$ cat config.mk
export PLATFORM = sky130hd
export DESIGN_NAME = haptic_pattern_sequencer_top
export DESIGN_NICKNAME = d
export VERILOG_FILES = /design/src/hps_pkg.sv /design/src/hps_period.sv /design/src/haptic_pattern_sequencer_top.sv
export SDC_FILE = /design/constraint.sdc
export NUM_CORES = 1
export LEC_CHECK = 0
export ABC_AREA = 1
export ABC_CLOCK_PERIOD_IN_PS = 10400
export BUFFER_PORTS_ARGS = -buffer_cell sky130_fd_sc_hd__clkbuf_2
export CAP_MARGIN = 20
export CORE_MARGIN = 4
export CORE_UTILIZATION = 65
export CTS_CLUSTER_DIAMETER = 40
export DETAILED_ROUTE_END_ITERATION = 7
export PLACE_DENSITY = 0.85
export SLEW_MARGIN = 20
export SYNTH_ARGS = -nofsm -noshare
export SYNTH_HDL_FRONTEND = slang
export SYNTH_SLANG_ARGS = --single-unit
$ cat constraint.sdc
create_clock -name clock -period 10.4 [get_ports clock]
set_input_delay 2.08 -clock clock [delete_from_list [all_inputs] [get_ports clock]]
set_output_delay 2.08 -clock clock [all_outputs]
set_load 0.005 [all_outputs]
$ cat src/hps_pkg.sv
// Shared constants, command codes and the pattern table of the haptic pattern sequencer.
// No dependencies; every other file of the block but the assertion macro header imports this package.
package hps_pkg;

   localparam int STEPS_PER_PATTERN = 10;
   localparam int PERIOD_WIDTH      = 16;
   localparam int TABLE_STEPS       = 10;
   localparam int NUM_PATTERNS      = 6;

   localparam int STEP_WIDTH  = (STEPS_PER_PATTERN > 1) ? $clog2(STEPS_PER_PATTERN) : 1;
   localparam int TICKS_WIDTH = PERIOD_WIDTH + 1;

   // Largest period the counter width can hold, limited to 60000 ticks.
   localparam longint unsigned PERIOD_FULL = (64'd1 << PERIOD_WIDTH) - 64'd1;
   localparam logic [PERIOD_WIDTH-1:0] PERIOD_CAP =
      PERIOD_WIDTH'((PERIOD_FULL < 64'd60000) ? PERIOD_FULL : 64'd60000);
   localparam logic [PERIOD_WIDTH-1:0] PERIOD_RESET =
      PERIOD_WIDTH'((PERIOD_FULL < 64'd100) ? PERIOD_FULL : 64'd100);

   // floor(v / 10) = (v * PERIOD_RECIP) >> PERIOD_RECIP_SHIFT for every PERIOD_WIDTH-bit v.
   // The approximation error stays below 1/16, under the 1/10 margin needed.
   localparam int PERIOD_RECIP_SHIFT = PERIOD_WIDTH + 4;
   localparam logic [PERIOD_WIDTH:0] PERIOD_RECIP =
      (PERIOD_WIDTH+1)'((64'd1 << PERIOD_RECIP_SHIFT) / 64'd10 + 64'd1);

   // Command codes carried in the func field.
   localparam logic [2:0] FUNC_TICK       = 3'd0;
   localparam logic [2:0] FUNC_START      = 3'd1;
   localparam logic [2:0] FUNC_STOP       = 3'd2;
   localparam logic [2:0] FUNC_PAUSE      = 3'd3;
   localparam logic [2:0] FUNC_SPEED_UP   = 3'd4;
   localparam logic [2:0] FUNC_SPEED_DOWN = 3'd5;

   // Drive levels.
   localparam logic [1:0] LEVEL_OFF  = 2'd0;
   localparam logic [1:0] LEVEL_FULL = 2'd1;
   localparam logic [1:0] LEVEL_HALF = 2'd2;

   // One table entry: drive level and motor number.
   typedef struct packed {
      logic [1:0] level;
      logic [2:0] motor;
   } pattern_entry_type;

   localparam pattern_entry_type F0 = '{LEVEL_FULL, 3'd0};
   localparam pattern_entry_type F1 = '{LEVEL_FULL, 3'd1};
   localparam pattern_entry_type F2 = '{LEVEL_FULL, 3'd2};
   localparam pattern_entry_type F3 = '{LEVEL_FULL, 3'd3};
   localparam pattern_entry_type F4 = '{LEVEL_FULL, 3'd4};
   localparam pattern_entry_type F5 = '{LEVEL_FULL, 3'd5};
   localparam pattern_entry_type F6 = '{LEVEL_FULL, 3'd6};
   localparam pattern_entry_type H0 = '{LEVEL_HALF, 3'd0};
   localparam pattern_entry_type H1 = '{LEVEL_HALF, 3'd1};
   localparam pattern_entry_type H2 = '{LEVEL_HALF, 3'd2};
   localparam pattern_entry_type H4 = '{LEVEL_HALF, 3'd4};
   localparam pattern_entry_type H5 = '{LEVEL_HALF, 3'd5};
   localparam pattern_entry_type H6 = '{LEVEL_HALF, 3'd6};

   localparam pattern_entry_type PATTERN_ROM [0:NUM_PATTERNS-1][0:TABLE_STEPS-1] = '{
      '{F2, F3, F4, H1, H0, F2, F3, F4, H6, H5},
      '{F0, F3, F6, H4, H1, F0, F3, F6, H5, H2},
      '{F1, F3, F5, H6, H4, F1, F3, F5, H2, H0},
      '{F4, F3, F2, H5, H6, F4, F3, F2, H0, H1},
      '{F6, F3, F0, H2, H5, F6, F3, F0, H1, H4},
      '{F5, F3, F1, H0, H2, F5, F3, F1, H4, H6}
   };

   // Table lookup. The row is always a valid pattern number; the column is folded
   // into 0..TABLE_STEPS-1 by the caller.
   function automatic pattern_entry_type pattern_lookup(input logic [2:0] row,
                                                        input logic [3:0] col);
      pattern_entry_type entry;
      entry = '0;
      if ((row < 3'(NUM_PATTERNS)) && (col < 4'(TABLE_STEPS))) begin
         entry = PATTERN_ROM[row][col];
      end
      return entry;
   endfunction

endpackage

$ cat src/hps_period.sv
// Step period rescaling for speed up (x9/10) and speed down (x11/10), with clamping.
// Depends on hps_pkg for the period width, the limit and the reciprocal of ten.
module hps_period import hps_pkg::*; (
   input  logic [PERIOD_WIDTH-1:0] period_cur,
   output logic [PERIOD_WIDTH-1:0] period_up,
   output logic [PERIOD_WIDTH-1:0] period_down
);

   logic [2*PERIOD_WIDTH:0] recip_prod;
   logic [PERIOD_WIDTH-1:0] tenth;
   logic [PERIOD_WIDTH-1:0] tenth_x10;
   logic                    has_rem;
   logic [PERIOD_WIDTH-1:0] up_raw;
   logic [PERIOD_WIDTH:0]   down_raw;

   // floor(v / 10) by multiplying with a fixed reciprocal.
   assign recip_prod = (2*PERIOD_WIDTH+1)'(period_cur) * (2*PERIOD_WIDTH+1)'(PERIOD_RECIP);
   assign tenth      = PERIOD_WIDTH'(recip_prod >> PERIOD_RECIP_SHIFT);
   assign tenth_x10  = (tenth << 3) + (tenth << 1);
   assign has_rem    = (tenth_x10 != period_cur);

   // floor(9v/10) = v - ceil(v/10); floor(11v/10) = v + floor(v/10).
   assign up_raw   = period_cur - tenth - PERIOD_WIDTH'(has_rem);
   assign down_raw = {1'b0, period_cur} + {1'b0, tenth};

   assign period_up   = (up_raw == '0) ? PERIOD_WIDTH'(1) : up_raw;
   assign period_down = (down_raw > {1'b0, PERIOD_CAP}) ? PERIOD_CAP
                                                         : down_raw[PERIOD_WIDTH-1:0];

endmodule

$ cat src/haptic_pattern_sequencer_top.sv
// Haptic pattern sequencer: the result of an item accepted at one clock edge is presented
// from that edge on in the result register.
// Throughput is one item per cycle; the only limit is the single result register,
// which frees itself in the same cycle in which its transfer completes.
// Reset (synchronous, active high) stops playback, clears pause and the step state,
// loads the default period of 100 ticks and empties the result register.
module haptic_pattern_sequencer_top import hps_pkg::*; (
   input  logic                    clock,
   input  logic                    reset,
   input  logic                    req_valid,
   output logic                    req_stall,
   input  logic [2:0]              req_func,
   input  logic [2:0]              req_goal,
   output logic                    rsp_valid,
   input  logic                    rsp_stall,
   output logic                    rsp_step_valid,
   output logic [2:0]              rsp_off_motor,
   output logic [2:0]              rsp_on_motor,
   output logic [1:0]              rsp_on_level,
   output logic                    rsp_all_off,
   output logic                    rsp_bad_goal,
   output logic [15:0]             rsp_period_now
);

   // Sequencer state.
   logic                    running_ff, running_in;
   logic                    paused_ff, paused_in;
   logic [2:0]              pattern_sel_ff, pattern_sel_in;
   logic [STEP_WIDTH-1:0]   step_index_ff, step_index_in;
   logic [2:0]              last_motor_ff, last_motor_in;
   logic [PERIOD_WIDTH-1:0] step_time_ff, step_time_in;
   logic [TICKS_WIDTH-1:0]  ticks_left_ff, ticks_left_in;

   // Result register.
   logic                    rsp_valid_ff, rsp_valid_in;
   logic                    step_valid_ff, step_valid_in;
   logic [2:0]              off_motor_ff, off_motor_in;
   logic [2:0]              on_motor_ff, on_motor_in;
   logic [1:0]              on_level_ff, on_level_in;
   logic                    all_off_ff, all_off_in;
   logic                    bad_goal_ff, bad_goal_in;
   logic [PERIOD_WIDTH-1:0] period_now_ff, period_now_in;

   logic                    req_take;
   logic                    rsp_take;
   logic [TICKS_WIDTH-1:0]  ticks_dec;
   logic [3:0]              step_col;
   logic [STEP_WIDTH-1:0]   step_next;
   pattern_entry_type       entry;
   logic [PERIOD_WIDTH-1:0] period_up;
   logic [PERIOD_WIDTH-1:0] period_down;

   // The input is held off only while a finished result waits on a stalled output.
   // When the output transfer completes in the same cycle the slot is reused at once.
   assign req_stall = rsp_valid_ff && rsp_stall;
   assign req_take  = req_valid && !req_stall;
   assign rsp_take  = rsp_valid_ff && !rsp_stall;

   hps_period u_period (
      .period_cur  (step_time_ff),
      .period_up   (period_up),
      .period_down (period_down)
   );

   // The tick counter saturates at zero; ticks count down whether or not a
   // pattern is playing, so paused time still counts toward the next step.
   assign ticks_dec = (ticks_left_ff != '0) ? ticks_left_ff - TICKS_WIDTH'(1) : '0;

   // The step index never exceeds 15, so one compare and subtract folds it into
   // a table column.
   assign step_col = (4'(step_index_ff) >= 4'(TABLE_STEPS))
                   ? 4'(step_index_ff) - 4'(TABLE_STEPS) : 4'(step_index_ff);
   assign step_next = (step_index_ff == STEP_WIDTH'(STEPS_PER_PATTERN - 1))
                    ? '0 : step_index_ff + STEP_WIDTH'(1);
   assign entry = pattern_lookup(pattern_sel_ff, step_col);

   // Next state and result for the item on the input, evaluated in one pass.
   always_comb begin
      running_in     = running_ff;
      paused_in      = paused_ff;
      pattern_sel_in = pattern_sel_ff;
      step_index_in  = step_index_ff;
      last_motor_in  = last_motor_ff;
      step_time_in   = step_time_ff;
      ticks_left_in  = ticks_left_ff;
      step_valid_in  = 1'b0;
      off_motor_in   = 3'd0;
      on_motor_in    = 3'd0;
      on_level_in    = LEVEL_OFF;
      all_off_in     = 1'b0;
      bad_goal_in    = 1'b0;

      case (req_func)
         FUNC_TICK: begin
            ticks_left_in = ticks_dec;
            // A step is due once the counter has run out; a step that became due
            // while paused fires on the first tick after resuming.
            if (running_ff && !paused_ff && (ticks_dec == '0)) begin
               step_valid_in = 1'b1;
               off_motor_in  = last_motor_ff;
               on_motor_in   = entry.motor;
               on_level_in   = entry.level;
               last_motor_in = entry.motor;
               step_index_in = step_next;
               ticks_left_in = TICKS_WIDTH'(step_time_ff) + TICKS_WIDTH'(1);
            end
         end
         FUNC_START: begin
            // A valid goal (re)starts its pattern at step 0 on the next tick;
            // the pause flag is left alone. A bad goal only raises the flag.
            if (req_goal < 3'(NUM_PATTERNS)) begin
               pattern_sel_in = req_goal;
               running_in     = 1'b1;
               step_index_in  = '0;
               ticks_left_in  = TICKS_WIDTH'(1);
            end else begin
               bad_goal_in = 1'b1;
            end
         end
         FUNC_STOP: begin
            // Stop reports all motors off even when nothing was playing.
            running_in = 1'b0;
            all_off_in = 1'b1;
         end
         FUNC_PAUSE: begin
            paused_in = !paused_ff;
         end
         FUNC_SPEED_UP: begin
            step_time_in = period_up;
         end
         FUNC_SPEED_DOWN: begin
            step_time_in = period_down;
         end
         default: begin
            // Unused codes leave the state unchanged and still produce a result.
         end
      endcase

      period_now_in = step_time_in;
   end

   // Every accepted item yields one result; the register empties when its
   // transfer completes and nothing new arrives.
   always_comb begin
      rsp_valid_in = rsp_valid_ff;
      if (req_take) begin
         rsp_valid_in = 1'b1;
      end else if (rsp_take) begin
         rsp_valid_in = 1'b0;
      end
   end

   always_ff @(posedge clock) begin
      if (reset) begin
         running_ff     <= 1'b0;
         paused_ff      <= 1'b0;
         pattern_sel_ff <= 3'd0;
         step_index_ff  <= '0;
         last_motor_ff  <= 3'd0;
         step_time_ff   <= PERIOD_RESET;
         ticks_left_ff  <= '0;
         rsp_valid_ff   <= 1'b0;
      end else begin
         rsp_valid_ff <= rsp_valid_in;
         if (req_take) begin
            running_ff     <= running_in;
            paused_ff      <= paused_in;
            pattern_sel_ff <= pattern_sel_in;
            step_index_ff  <= step_index_in;
            last_motor_ff  <= last_motor_in;
            step_time_ff   <= step_time_in;
            ticks_left_ff  <= ticks_left_in;
         end
      end
   end

   // Result payload needs no reset; it is qualified by rsp_valid_ff.
   always_ff @(posedge clock) begin
      if (req_take) begin
         step_valid_ff <= step_valid_in;
         off_motor_ff  <= off_motor_in;
         on_motor_ff   <= on_motor_in;
         on_level_ff   <= on_level_in;
         all_off_ff    <= all_off_in;
         bad_goal_ff   <= bad_goal_in;
         period_now_ff <= period_now_in;
      end
   end

   assign rsp_valid      = rsp_valid_ff;
   assign rsp_step_valid = step_valid_ff;
   assign rsp_off_motor  = off_motor_ff;
   assign rsp_on_motor   = on_motor_ff;
   assign rsp_on_level   = on_level_ff;
   assign rsp_all_off    = all_off_ff;
   assign rsp_bad_goal   = bad_goal_ff;
   assign rsp_period_now = 16'(period_now_ff);

endmodule

# [Word-level counts from Yosys, hierarchy flattened]
# Memories as Yosys holds them, arrays and structs flattened.
# Index checks and enable logic that the tools add are counted.
[word_totals] n_memories=1 input_bits=10 output_inout_bits=29 register_bits=73 romBits=400
[op_classes] add_sub_neg=8 eq_ne=9 n_mul=1 order_cmp=7 n_bitwise=2 muxes=25 reduce_logical=24
[memory_table] memory="(name not given)" depth=8 word_bits=50 rd=1 rd_clocked_by_memory_dff=0 wr=0 line="hps_pkg.sv:75" text="entry = PATTERN_ROM[row][col];"
[op_table] cell="$mux W50" n=2
[op_table] cell="$mux W17" n=3
[op_table] cell="$pmux W17 S2" n=1
[op_table] cell="$mul A16 B16 Y32 const B" n=1
[op_table] cell="$mux W16" n=2
[op_table] cell="$pmux W16 S2" n=1
[op_table] cell="$bmux W5 S4" n=1
[op_table] cell="$add A16 B1 Y17 const B" n=1
[op_table] cell="$add A16 B13 Y17" n=1
[op_table] cell="$gt A17 B16 Y1 const B" n=1
[op_table] cell="$logic_not A17 Y1" n=1
[op_table] cell="$reduce_bool A17 Y1" n=1
[op_table] cell="$sub A17 B1 Y17 const B" n=1
[op_table] cell="$add A16 B14 Y16" n=1
[op_table] cell="$logic_not A16 Y1" n=1
[op_table] cell="$mux W4" n=4
[op_table] cell="$ne A16 B16 Y1" n=1
[op_table] cell="$sub A16 B1 Y16" n=1
[op_table] cell="$sub A16 B13 Y16" n=1
[op_table] cell="$reduce_and A3 Y1" n=5
[op_table] cell="$mux W5" n=2
[op_table] cell="$ge A4 B4 Y1 const B" n=2
[op_table] cell="$pmux W4 S2" n=1
[op_table] cell="$eq A3 B2 Y1 const B" n=2
[op_table] cell="20 further kinds" n=38

# [Logic depth before layout (Yosys ltp)]
[depth] word_depth=8 depth_mapped=61 depth_no_buf=61

# [Modules after synthesis]
# Synthesis repeated with hierarchy kept, for this count alone.
[unflattened] cells_unflattened=1772 hier_area_um2=12416.9
[modules_own_cells] mod="hps_period" area_per_inst_um2=7953.9 cells_each=1148 n_inst=1
[modules_own_cells] mod="haptic_pattern_sequencer_top" area_per_inst_um2=4463.0 cells_each=624 n_inst=1

# [Least setup slack after synthesis]
# No wires, ideal clock.
[synth_path] path_kind="register to register" start="register step_time_ff[4]" end="register period_now_ff[0] (netlist: rsp_period_now[0]) (data pin)" path_buffers=0 path_stages_with_launch=57 t_arrival_ns=8.635 path_slack_ns=1.504 cell_sequence="dfxtp_1 -> ha_1 -> xor2_1 -> ha_1 -> fa_1 -> inv_1 -> fa_1 -> inv_1 -> fa_1 -> inv_1 -> fa_1 -> inv_1 -> ha_1 -> nand2_1 -> nor2_1 -> nand2_1 -> o211ai_1 -> a31o_2 -> (+21 left out) -> nand2_1 -> fa_1 -> inv_1 -> nand2_1 -> nand2_1 -> nand2_1 -> nand3_1 -> nand2_1 -> nand3_1 -> nand3_1 -> nand2_1 -> inv_1 -> nand2_1 -> nor2_1 -> nand3_1 -> nand2_1 -> nand2_1 -> nand3_1"
[synth_between] elab_chain_cells=7 elab_cells_between_ends=11
[synth_rtl] element="from (decl)" line="haptic_pattern_sequencer_top.sv:31" text="logic [PERIOD_WIDTH-1:0] step_time_ff, step_time_in;"
[synth_rtl] element="from (signal assigned)" line="haptic_pattern_sequencer_top.sv:171" text="step_time_ff <= step_time_in;"
[synth_rtl] element="$mul A16 B16 Y32" line="hps_period.sv:17" text="assign recip_prod = (2*PERIOD_WIDTH+1)'(period_cur) * (2*PERIOD_WIDTH+1)'(PERIOD_RECIP);"
[synth_rtl] element="$add A16 B14 Y16" line="hps_period.sv:19" text="assign tenth_x10 = (tenth << 3) + (tenth << 1);"
[synth_rtl] element="$ne A16 B16 Y1" line="hps_period.sv:20" text="assign has_rem = (tenth_x10 != period_cur);"
[synth_rtl] element="$sub A16 B1 Y16" line="hps_period.sv:23" text="assign up_raw = period_cur - tenth - PERIOD_WIDTH'(has_rem);"
[synth_rtl] element="$logic_not A16 Y1" line="hps_period.sv:26" text="assign period_up = (up_raw == '0) ? PERIOD_WIDTH'(1) : up_raw;"
[synth_rtl] element="$mux W16" line="hps_period.sv:26"
[synth_rtl] element="$pmux W16 S2 *" line="haptic_pattern_sequencer_top.sv:93" text="case (req_func)"
[synth_rtl] element="via period_now_in[0]" line="haptic_pattern_sequencer_top.sv:42" text="logic [PERIOD_WIDTH-1:0] period_now_ff, period_now_in;"
[synth_rtl] element="to (signal assigned)" line="haptic_pattern_sequencer_top.sv:186" text="period_now_ff <= period_now_in;"
[synth_rtl] element="to (decl)" line="haptic_pattern_sequencer_top.sv:42"
# Mark *: on every way through the listed nets, which the timed path passes. The rest lies on a longest branch.
# A chain may end at the register's enable or synchronous reset.

# [Final worst setup path]
[layout_path] start="register step_time_ff[11]" end="register step_time_ff[0]"
[layout_between] elab_chain_cells=7 elab_cells_between_ends=11
[layout_rtl] element="$mul A16 B16 Y32" line="hps_period.sv:17"
[layout_rtl] element="$add A16 B14 Y16" line="hps_period.sv:19"
[layout_rtl] element="$ne A16 B16 Y1" line="hps_period.sv:20"
[layout_rtl] element="$sub A16 B1 Y16" line="hps_period.sv:23"
[layout_rtl] element="$logic_not A16 Y1" line="hps_period.sv:26"
[layout_rtl] element="$mux W16" line="hps_period.sv:26"
[layout_rtl] element="$pmux W16 S2 *" line="haptic_pattern_sequencer_top.sv:93"
# Every way passes the cells marked *; elsewhere a longest branch is shown, timed or not.

==> metrics.csv <==
metric;value;unit
proportion_of_synthesized_flip_flops_having_asynchronous_set_or_reset;0;%
holdCritPathClass;flop to flop;
min_path_cells;2;
critical-path-max-stage-delay;560;ps
critPathCaptureType;flop;
clockBufferDepth;2;
ioPinCount;39;
final-seq-area;1750;sq um
final.fill_count;1512;
synthDominantCellAreaShare;19.3;%
final_layout_size_suffix_gt1_share;7.96;%
hold_vio_cnt_final;0;
met3_length;3780;um
grt_start_max_net_pins;49;
worst-slew-pin-transition;1020;ps
cts.root.buffer_cell;sky130_fd_sc_hd__clkbuf_16;
track_usage;34.8;%
wirelength;36500;um
floorplan.core_area;18100;sq um
drt_pre_antenna_iters;5;
n_antenna_cell;0;
layout_commonest_cell;sky130_fd_sc_hd__nand2_1;
netlist.top_cell.by_area;sky130_fd_sc_hd__ha_1;
core.rowCount;49;
normalized_max_slew_margin;31.6;%
cts.clk_slew.worst_paths;70;ps
tritoncts;yes;
mostFrequentLayoutCells;sky130_fd_sc_hd__nand2_1 (375), sky130_fd_sc_hd__inv_1 (359), sky130_fd_sc_hd__ha_1 (182);
final-setup-viol-count;0;
finish.utilization;72.2;%
post_cts_hold_buffer_count;0;
synth_flop_cell;sky130_fd_sc_hd__dfxtp_1;
syn_area;12100;sq um
seq_area_frac_synth;14.3;%
total_die_area;20900;sq um
final.period_utilization;93.6;%
slowest_cell_on_the_critical_path;sky130_fd_sc_hd__fa_1;
outcome;complete, no violations;
achievable-frequency;103;MHz
start_util;66.9;%
route.layer.met1.wl;14400;um
clkSinkCount;73;
min-delay-start;last_motor_ff[1]$_SDFFE_PP0P_;
die_x;145;um
final_antenna_net_count;0;
cts_max_level;3;
die_h;145;um
area_delta_synth_final;7.92;%
avgViaCountPerCell;5.85;
avgRoutedWirePerCell;18.1;um
startpoint_type;flop;
top_post_synthesis_cells_by_area;sky130_fd_sc_hd__ha_1 (19%), sky130_fd_sc_hd__fa_1 (14%), sky130_fd_sc_hd__nand2_1 (12%);
clk-insertion-delay-late;340;ps
vias;11770;
crit_path_max_fanout;5;
critPathMostFrequentCell;sky130_fd_sc_hd__nand2_1;
syn_nets;2010;
via_count_of_the_first_global_routing_pass;11179;
fin_hold_ws;466;ps
ys.warnings.count;0;
timing.reg2reg.setup_slack;670;ps
final_worst_path_period_need;9730;ps
post_synth.cell_area_avg;7.02;sq um
critical_path_arrival;10020;ps
maxCapViolCount;0;
replace_congestion;1.00;
postSynthCellCount;1730;
critical_path.reg2reg.endpoint;step_time_ff[0]$_SDFFE_PP0P_;
yosysUniqueCellTypes;54;
nets;2059;
place_hpwl;29700;um
reg2reg_from;step_time_ff[11]$_SDFFE_PP0P_;
timing.final.max_slew_violations;0;
worstHoldEndpoint;last_motor_ff[1]$_SDFFE_PP0P_;
cp.required;10690;ps
dr.first_iter.drc_count;1060;
edff_count_synth;27;
multi_input_comb_area;9060;sq um
post-route-drc-count;0;
grt_antenna_before_repair;0;
port_buffers;38;
met2_wirelength;16300;um
grt_overflow;0;
routed.top_layer;met4;
length_in_cells_of_the_worst_reg_to_reg_path;55;
worst-setup-path-type;flop to flop;
wire_length_of_the_first_global_routing_pass;56900;um
postSynthRegisterBits;73;
clock_skew;9.41;ps
tritoncts.num_buffers;9;
## worst max path at each step
| stage | start | to | slack, ps | cells past startpoint |
|---|---|---|---|---|
| floorplan | step_time_ff[4]$_SDFFE_PP0P_ | rsp_period_now[0]$_DFFE_PP_ | 1500 | 56 |
| global placement | step_time_ff[4]$_SDFFE_PP0P_ | step_time_ff[0]$_SDFFE_PP0P_ | 640 | 50 |
| detailed placement | step_time_ff[1]$_SDFFE_PP0P_ | step_time_ff[0]$_SDFFE_PP0P_ | 440 | 52 |
| CTS | step_time_ff[1]$_SDFFE_PP0P_ | step_time_ff[0]$_SDFFE_PP0P_ | 400 | 52 |
| global route | step_time_ff[7]$_SDFFE_PP0P_ | step_time_ff[0]$_SDFFE_PP0P_ | -2 | 58 |
| finish | step_time_ff[11]$_SDFFE_PP0P_ | step_time_ff[0]$_SDFFE_PP0P_ | 670 | 55 |
## synth_stat cells (all sizes together) (2+ instances only)
cell	number
nor3	15
nor2	139
o31ai	2
buf	7
a21o	7
xor2	43
dfxtp	46
nand4	40
o22ai	4
a32oi	2
clkinv	3
and2	5
or2	7
o211ai	15
a21oi	114
nor4	3
a211oi	5
edfxtp	27
clkbuf	15
a22oi	2
nand3	124
fa	83
and3	2
o21ai	44
nand2	385
nand3b	8
o21bai	9
inv	361
ha	187
xnor2	15
a31oi	3
## routing by layer
metal  vias to the layer above  GRT usage, %
met1                      5377          45.6
met3                       128          6.70
met5                         -             0
met2                       615          56.5
met4                         0          14.6
li1                       5650             -
## final cells by class
cell class | instances | share of cell area (%)
clock inverters | 7 | 0.458
well taps | 229 | 2.19
repair buffers | 60 | 2.71
flip-flops and latches | 73 | 13.4
clock buffers | 9 | 1.72
inverters | 364 | 10.4
multi-input cells | 1271 | 69.1
## repair_timing
action                                  CTS  global route
endpoints found under the setup margin    0            12
hold endpoints to repair                  0             0
gates resized for setup                   0            32
buffers inserted                          0             3
## per-stage QoR
step | setup slack (ps) | TNS, ps | area (sq um) | cells
after global routing | -2.33 | -2.33 | 13100 | 2013
final | 666 | 0 | 13100 | 2013
after detailed placement | 437 | 0 | 12700 | 1994
after global placement | 642 | 0 | 12700 | 1994
after floorplan | 1500 | 0 | 12100 | 1730
after CTS | 399 | 0 | 12900 | 2010
## logic make-up after synthesis
| group | after synthesis | synth area share [%] |
|---|---|---|
| AND/OR/NAND/NOR | 730 | 26.3 |
| AO/OA/AOI/OAI | 212 | 9.98 |
| buffers and inverters | 386 | 12.2 |
| adder cells (fa/ha/maj) | 270 | 33.0 |
| flip-flops | 73 | 14.3 |
| XOR/XNOR | 59 | 4.37 |
## registers in the layout, indices dropped and copies added (netlist names), 2 cells and up
register	count
last_motor_ff	3
rsp_on_motor	3
rsp_off_motor	3
rsp_period_now	16
step_time_ff	16
ticks_left_ff	17
rsp_on_level	2
pattern_sel_ff	3
step_index_ff	4
## critical path, delay by kind of cell (launching register included)
| kind | cells | cell delay [ps] |
|---|---|---|
| XOR/XNOR | 2 | 440 |
| AND/OR/NAND/NOR | 26 | 2440 |
| buffers and inverters | 10 | 700 |
| adder cells (fa/ha/maj) | 11 | 4590 |
| flip-flops | 1 | 510 |
| AO/OA/AOI/OAI | 6 | 1000 |
Power is not shown: default switching activity piles up to over one toggle a cycle in this logic, so the estimate is an artifact.
